[config.mk]
export PLATFORM = sky130hd
export DESIGN_NAME = device_signature_fuse_check
export DESIGN_NICKNAME = d
export VERILOG_FILES = /design/src/rtl/dsfc_pkg.sv /design/src/rtl/dsfc_ctrl.sv /design/src/rtl/dsfc_dp.sv /design/src/rtl/device_signature_fuse_check.sv
export SDC_FILE = /design/constraint.sdc
export NUM_CORES = 2
export LEC_CHECK = 0
export ABC_CLOCK_PERIOD_IN_PS = 10100
export BUFFER_PORTS_ARGS = -buffer_cell sky130_fd_sc_hd__buf_4
export CORE_MARGIN = 1.5
export CORE_UTILIZATION = 45
export DETAILED_ROUTE_END_ITERATION = 7
export GPL_TIMING_DRIVEN = 1
export SYNTH_ARGS = -nofsm -noshare
export SYNTH_HDL_FRONTEND = slang
export SYNTH_MEMORY_MAX_BITS = 65536
export SYNTH_SLANG_ARGS = --single-unit
[constraint.sdc]
create_clock -name clk_i -period 10.1 [get_ports clk_i]
set_input_delay 1.515 -clock clk_i [delete_from_list [all_inputs] [get_ports clk_i]]
set_output_delay 1.515 -clock clk_i [all_outputs]
set_load 0.01 [all_outputs]
[src/rtl/dsfc_pkg.sv]
package dsfc_pkg;

  // table geometry
  localparam int RECORDS = 64;
  localparam int AW      = (RECORDS > 1) ? $clog2(RECORDS) : 1;

  // field widths
  localparam int IDX_W  = 6;
  localparam int SIG_W  = 24;
  localparam int FUSE_W = 24;

  // stream widths
  localparam int IN_DATA_W  = 80;
  localparam int OUT_DATA_W = 8;

  // erased signature, also the "no device" code
  localparam logic [SIG_W-1:0] SIG_ERASED = '1;

  // item kinds on the input tuser
  localparam logic FUNC_LOAD  = 1'b0;
  localparam logic FUNC_QUERY = 1'b1;

  // one stored record: bytes low 23..16, ext 15..8, lock 7..0
  typedef struct packed {
    logic [SIG_W-1:0]  sig;
    logic [FUSE_W-1:0] fuse;
    logic [FUSE_W-1:0] mask;
  } rec_t;

  typedef enum logic [1:0] {
    ST_IDLE,
    ST_SCAN,
    ST_WAIT
  } state_e;

  // controller to datapath
  typedef struct packed {
    logic start;
    logic load;
    logic scan;
    logic push;
  } cmd_t;

  // datapath to controller
  typedef struct packed {
    logic is_query;
    logic no_dev;
    logic done;
    logic out_free;
  } sts_t;

endpackage

[src/rtl/dsfc_ctrl.sv]
module dsfc_ctrl (
  input  logic            clk_i,
  input  logic            rst_ni,
  input  logic            in_valid_i,
  output logic            in_ready_o,
  input  dsfc_pkg::sts_t  sts_i,
  output dsfc_pkg::cmd_t  cmd_o
);

  dsfc_pkg::state_e state_q, state_d;

  // state register
  always_ff @(posedge clk_i or negedge rst_ni) begin
    if (!rst_ni) begin
      state_q <= dsfc_pkg::ST_IDLE;
    end else begin
      state_q <= state_d;
    end
  end

  // next state and commands
  always_comb begin
    state_d    = state_q;
    cmd_o      = '0;
    in_ready_o = 1'b0;
    unique case (state_q)
      dsfc_pkg::ST_IDLE: begin
        in_ready_o = 1'b1;
        if (in_valid_i) begin
          if (sts_i.is_query) begin
            cmd_o.start = 1'b1;
            state_d     = sts_i.no_dev ? dsfc_pkg::ST_WAIT : dsfc_pkg::ST_SCAN;
          end else begin
            cmd_o.load = 1'b1;
          end
        end
      end
      dsfc_pkg::ST_SCAN: begin
        cmd_o.scan = 1'b1;
        if (sts_i.done) begin
          state_d = dsfc_pkg::ST_WAIT;
        end
      end
      dsfc_pkg::ST_WAIT: begin
        if (sts_i.out_free) begin
          cmd_o.push = 1'b1;
          state_d    = dsfc_pkg::ST_IDLE;
        end
      end
      default: begin
        state_d = dsfc_pkg::ST_IDLE;
      end
    endcase
  end

endmodule

[src/rtl/dsfc_dp.sv]
module dsfc_dp (
  input  logic                               clk_i,
  input  logic                               rst_ni,
  input  logic [dsfc_pkg::IN_DATA_W-1:0]     in_data_i,
  input  logic                               in_user_i,
  input  dsfc_pkg::cmd_t                     cmd_i,
  output dsfc_pkg::sts_t                     sts_o,
  output logic                               out_valid_o,
  input  logic                               out_ready_i,
  output logic [dsfc_pkg::OUT_DATA_W-1:0]    out_data_o
);

  // input fields
  logic [dsfc_pkg::IDX_W-1:0]  in_index;
  logic [dsfc_pkg::SIG_W-1:0]  in_sig;
  logic [dsfc_pkg::FUSE_W-1:0] in_fuse;
  logic [dsfc_pkg::FUSE_W-1:0] in_mask;
  dsfc_pkg::rec_t              wr_rec;
  logic                        wr_ok;
  logic [dsfc_pkg::AW-1:0]     wr_addr;

  assign in_index = in_data_i[5:0];
  assign in_sig   = in_data_i[29:6];
  assign in_fuse  = {in_data_i[37:30], in_data_i[45:38], in_data_i[53:46]};
  assign in_mask  = {in_data_i[61:54], in_data_i[69:62], in_data_i[77:70]};
  assign wr_rec   = '{sig: in_sig, fuse: in_fuse, mask: in_mask};
  assign wr_ok    = (32'(in_index) < dsfc_pkg::RECORDS);
  assign wr_addr  = dsfc_pkg::AW'(in_index);

  // record store and valid bits
  dsfc_pkg::rec_t                  mem_q [dsfc_pkg::RECORDS];
  logic [dsfc_pkg::RECORDS-1:0]    vld_q;
  dsfc_pkg::rec_t                  rd_q;
  logic                            rd_vld_q;

  // scan control
  logic [dsfc_pkg::AW-1:0]         addr_q;
  logic [dsfc_pkg::AW-1:0]         slot_q;
  logic                            last_q;
  logic                            pend_q;
  logic                            issue;

  // query operands and result
  logic [dsfc_pkg::SIG_W-1:0]      qsig_q;
  logic [dsfc_pkg::FUSE_W-1:0]     qfuse_q;
  logic [dsfc_pkg::OUT_DATA_W-1:0] res_q;
  logic [dsfc_pkg::OUT_DATA_W-1:0] res_d;

  // output register
  logic                            out_valid_q;
  logic [dsfc_pkg::OUT_DATA_W-1:0] out_data_q;

  logic [dsfc_pkg::SIG_W-1:0]      rd_sig;
  logic                            erased;
  logic                            match;
  logic                            fuse_bad;
  logic                            at_end;
  logic                            done;

  assign issue = cmd_i.scan && !last_q;

  // memory write on load, registered read during the scan
  always_ff @(posedge clk_i) begin
    if (cmd_i.load && wr_ok) begin
      mem_q[wr_addr] <= wr_rec;
    end
    if (issue) begin
      rd_q     <= mem_q[addr_q];
      rd_vld_q <= vld_q[addr_q];
    end
  end

  // valid bits, an unwritten slot reads as erased
  always_ff @(posedge clk_i or negedge rst_ni) begin
    if (!rst_ni) begin
      vld_q <= '0;
    end else if (cmd_i.load && wr_ok) begin
      vld_q[wr_addr] <= 1'b1;
    end
  end

  // read address walk, one slot a cycle
  always_ff @(posedge clk_i or negedge rst_ni) begin
    if (!rst_ni) begin
      addr_q <= '0;
      slot_q <= '0;
      last_q <= 1'b0;
      pend_q <= 1'b0;
    end else if (cmd_i.start) begin
      addr_q <= '0;
      last_q <= 1'b0;
      pend_q <= 1'b0;
    end else begin
      pend_q <= issue;
      if (issue) begin
        slot_q <= addr_q;
        addr_q <= addr_q + 1'b1;
        last_q <= (addr_q == dsfc_pkg::AW'(dsfc_pkg::RECORDS - 1));
      end
    end
  end

  // compare the slot read in the previous cycle
  assign rd_sig   = rd_vld_q ? rd_q.sig : dsfc_pkg::SIG_ERASED;
  assign erased   = (rd_sig == dsfc_pkg::SIG_ERASED);
  assign match    = (rd_sig == qsig_q);
  assign fuse_bad = |((qfuse_q ^ rd_q.fuse) & rd_q.mask);
  assign at_end   = (slot_q == dsfc_pkg::AW'(dsfc_pkg::RECORDS - 1));
  assign done     = pend_q && (erased || match || at_end);

  // result packing: red, green, hit slot
  always_comb begin
    if (match) begin
      res_d = {dsfc_pkg::IDX_W'(slot_q), 1'b1, fuse_bad};
    end else begin
      res_d = {{dsfc_pkg::IDX_W{1'b0}}, 1'b0, 1'b1};
    end
  end

  // query operands and pending result
  always_ff @(posedge clk_i) begin
    if (cmd_i.start) begin
      qsig_q  <= in_sig;
      qfuse_q <= in_fuse;
      res_q   <= '0;
    end else if (cmd_i.scan && done) begin
      res_q <= res_d;
    end
  end

  // output register
  always_ff @(posedge clk_i or negedge rst_ni) begin
    if (!rst_ni) begin
      out_valid_q <= 1'b0;
    end else if (cmd_i.push) begin
      out_valid_q <= 1'b1;
    end else if (out_ready_i) begin
      out_valid_q <= 1'b0;
    end
  end

  always_ff @(posedge clk_i) begin
    if (cmd_i.push) begin
      out_data_q <= res_q;
    end
  end

  assign out_valid_o    = out_valid_q;
  assign out_data_o     = out_data_q;
  assign sts_o.is_query = (in_user_i == dsfc_pkg::FUNC_QUERY);
  assign sts_o.no_dev   = (in_sig == dsfc_pkg::SIG_ERASED);
  assign sts_o.done     = done;
  assign sts_o.out_free = !out_valid_q || out_ready_i;

endmodule

[src/rtl/device_signature_fuse_check.sv]
// channel   dir  tdata (low bit up)                                     tuser
// s_axis    in   index 6, signature 24, fuse_low 8, fuse_ext 8,        func
//                fuse_lock 8, mask_low 8, mask_ext 8, mask_lock 8, pad 2
// m_axis    out  red_on 1, green_on 1, hit_index 6                     -
//
// a load item is taken in idle, leaves the input open and produces no transfer on m_axis
// a query walks the record store from slot 0, one slot per cycle through the single
// read port, up to an erased slot, a match or the last slot; the input stays closed
// until its result enters the output register, and a no-device query skips the scan
// after reset the store reads as erased, as reset clears every valid bit
// a stalled result sits in the output register while the next item runs
module device_signature_fuse_check (
  input  logic                             clk_i,
  input  logic                             rst_ni,
  input  logic                             s_axis_tvalid,
  output logic                             s_axis_tready,
  // index, signature, fuse_low, fuse_ext, fuse_lock, mask_low, mask_ext, mask_lock
  input  logic [dsfc_pkg::IN_DATA_W-1:0]   s_axis_tdata,
  // func
  input  logic                             s_axis_tuser,
  output logic                             m_axis_tvalid,
  input  logic                             m_axis_tready,
  // red_on, green_on, hit_index
  output logic [dsfc_pkg::OUT_DATA_W-1:0]  m_axis_tdata
);

  dsfc_pkg::cmd_t cmd;
  dsfc_pkg::sts_t sts;

  dsfc_ctrl u_ctrl (
    .clk_i      (clk_i),
    .rst_ni     (rst_ni),
    .in_valid_i (s_axis_tvalid),
    .in_ready_o (s_axis_tready),
    .sts_i      (sts),
    .cmd_o      (cmd)
  );

  dsfc_dp u_dp (
    .clk_i       (clk_i),
    .rst_ni      (rst_ni),
    .in_data_i   (s_axis_tdata),
    .in_user_i   (s_axis_tuser),
    .cmd_i       (cmd),
    .sts_o       (sts),
    .out_valid_o (m_axis_tvalid),
    .out_ready_i (m_axis_tready),
    .out_data_o  (m_axis_tdata)
  );

`ifndef SYNTH
  // a query closes the input in the cycle after it is taken
  a_query_busy: assert property (@(posedge clk_i) disable iff (!rst_ni)
    s_axis_tvalid && s_axis_tready && (s_axis_tuser == dsfc_pkg::FUNC_QUERY)
    |=> !s_axis_tready)
    else $error("input open right after a query");

  // a load completes in its own cycle
  a_load_quick: assert property (@(posedge clk_i) disable iff (!rst_ni)
    s_axis_tvalid && s_axis_tready && (s_axis_tuser == dsfc_pkg::FUNC_LOAD)
    |=> s_axis_tready)
    else $error("input closed after a load");

  // a result without green carries slot zero
  a_miss_slot: assert property (@(posedge clk_i) disable iff (!rst_ni)
    m_axis_tvalid && !m_axis_tdata[1] |-> (m_axis_tdata[7:2] == '0))
    else $error("miss with nonzero slot");

  // a result is loaded only into a free output register
  a_push_free: assert property (@(posedge clk_i) disable iff (!rst_ni)
    cmd.push |-> (!m_axis_tvalid || m_axis_tready))
    else $error("result overwrites a pending transfer");
`endif

endmodule

==> impl_metrics.toml <==
[status]
outcome = "completed"

[grt]
grt_max_degree = 133
grt-ovfl-total = 0
grt_pass1_vias = 84800
grt_pass1_wl_mm = 662
grt_usage_pct = 23.2
antenna_found_initial = 29

[clock_network]
htreeDepth = 5
cts.sinks = 4826
cts_buffer_depth = 4
cts_tree = "done"
cts_buffers = 473
clk_latency_ns = 1.01
cts-resized-gates = 0
post_cts_buffers = 0
root_buffer = "clkbuf_16"
cts_hold_buffers = 0
path_clk_slew_ns = 0.06

[worst_setup_path]
crit_end = "u_dp.mem_q[33][53]"
rr_endpoint = "u_dp.mem_q[33][53]"
r2r-start = "u_ctrl.state_q[1]"
cp-start-kind = "register"
cp.arrival_ns = 6.37
endpoint_kind = "register"
path_max_fanout = 37
reg2reg_depth = 7
crit_required_ns = 10.72
critical_path.startpoint = "u_ctrl.state_q[1]"
crit_type = "reg -> reg"
rrSetupSlack_ns = 4.35

[finish]
area_delta_synth_final_pct = 12.9
nets = 7740
fin_area_um2 = 206000
drive_gt1_share_pct = 32.0

[logic_synthesis]
ys_ff_latch = 4826
synthCells = 7249
avgSynthCellArea_um2 = 25.2
synth_area_leaders = "edfxtp_1, mux4_2, dfrtp_1"
ys.flop_type = "edfxtp_1"
post-synth-top-count-cell = "edfxtp_1"
yosys-top-cells-count = "edfxtp_1, mux4_2, clkbuf_1"
synth_top_area_cell = "edfxtp_1"
synth_cell_type_count = 46
netlist.area_leader.share_pct = 77.9
syn_nets = 7335
synth_edf_count = 4737
netlist_area_um2 = 182000
async_reset_ff_share_pct = 1.68
ys_seq_area_share_pct = 79.1
synth_warnings = 0

[sta]
final_max_slew_viol_count = 0
skew_ns = 0.0519
min_period_ns = 5.75
setup_violations = 0
rsz0062_at_grt = "false"
layout_worst_path_cycle_share_pct = 56.9
hold_viol = 0
max_freq_ghz = 0.174
slew_headroom_pct = 12.3
worst_pin_slew_ns = 1.32
setup-tns-final_ns = 0

[floorplan]
start_util_pct = 45.3
core_area_um2 = 403000
num_io_pins = 95
die-area_um2 = 409000
std_cell_rows = 233
die_w_um = 640
die_h_um = 640

[detailed_routing]
routed_wl_mm = 477
first_pass_iters = 6
drtIter0Drc = 10500
dr_total_vias = 83900
antenna_left = 0
drc_errors = 0
avgViaCountPerCell = 6.23
wire_per_inst_um = 35.4

[pwr]
leakage_uw = 0.0632
p_per_area_nw_per_um2 = 249
ir_worst_vdd_uv = 216

[min_path]
hold_path.class = "in -> async"

[job]
cap_violations = 0

[placed_design]
hpwlAfterDp_mm = 238
dpl_cell_area_um2 = 191000
port_buffers = 92
gp_congestion = 0.792
power breakdown:
group	switching [uW]	total, uW	internal (uW)	leakage [uW]
clock	7510	17200	9730	0.00738
combinational	5560	11300	5700	0.0120
sequential	437	22900	22400	0.0438
total	13500	51400	37900	0.0632
through the flow:
step	hold slack (ns)	instances	total power [uW]	setup slack (ns)	utilization [%]
2_1_floorplan	0.402	7249	31400	4.21	-
3_3_place_gp	0.424	12600	34700	3.79	47.3
3_5_place_dp	0.416	12600	34800	4.11	47.3
4_1_cts	0.226	13500	51900	4.28	51.1
5_1_grt	0.270	13500	53100	4.32	51.1
6_report	0.301	13500	51400	4.35	51.1
critical path, stage by stage, from the launching register on:
cell     delay (ns)
dfrtp_1        0.40
nor2_1         0.77
nand2_1        0.20
nor3b_1        1.01
buf_4          0.28
nand2_1        0.49
nor2_4         1.14
buf_4          0.93
cell families after synthesis:
family,count (synthesis),share of synthesized area (%)
compound gates,194,0.784
xor+xnor,41,0.197
fa+ha+maj,1,0.00685
buf+inv,370,0.844
flops,4826,79.1
mux,1474,18.1
simple gates,343,0.927
worst min path at each step:
stage / slack [ns] / to / startpoint / cells after the start
5_1_grt: 0.27 / u_dp.out_valid_o / rst_ni / 1
4_1_cts: 0.23 / u_dp.out_valid_o / rst_ni / 1
2_1_floorplan: 0.40 / u_dp.out_data_o[1] / u_dp.res_q[1] / 0
3_3_place_gp: 0.42 / u_dp.out_data_o[6] / u_dp.res_q[6] / 0
6_report: 0.30 / u_dp.out_valid_o / rst_ni / 1
3_5_place_dp: 0.42 / u_dp.out_data_o[6] / u_dp.res_q[6] / 0
routing by layer:
layer	wire length (um)	part of all wire, %	track usage [%]
met1	194000	41	33.3
met2	231000	49	37.1
met3	37700	7.9	3.40
met4	14300	3.0	6.71
met5	45	0.0094	0
final cells by class:
cell class                      count  area, um2
Fill cell                       30900     197000
Sequential cell                  4826     144000
Multi-Input combinational cell   2053      37000
Clock buffer                      602      12600
Tap cell                         5405       6760
Timing Repair Buffer              298       2550
Clock inverter                    271       2500
Antenna cell                       13       32.5
Inverter                            2       8.76
sequential cells by signal, indices dropped and copies added (netlist names), 2 cells and up:
| register | flops |
|---|---|
| u_dp.mem_q | 4608 |
| u_dp.qfuse_q | 24 |
| u_dp.addr_q | 6 |
| u_dp.slot_q | 6 |
| u_dp.out_data_o | 8 |
| u_dp.res_q | 8 |
| u_dp.qsig_q | 24 |
| u_dp.vld_q | 64 |
| u_ctrl.state_q | 2 |
| u_dp.rd_q | 72 |
cell usage in the layout, fill, tap and decap left out, types with 66 or more instances in the layout:
master	netlist	final
mux4_2	1460	1460
nor2_4	0	66
buf_4	0	273
nand2_1	119	119
clkinv_2	0	91
a22oi_1	158	158
clkbuf_16	0	484
edfxtp_1	4737	4737
clkinv_1	1	104
clkbuf_1	194	110
dfrtp_1	81	77
Note: power is estimated with default switching activity, not from simulation.
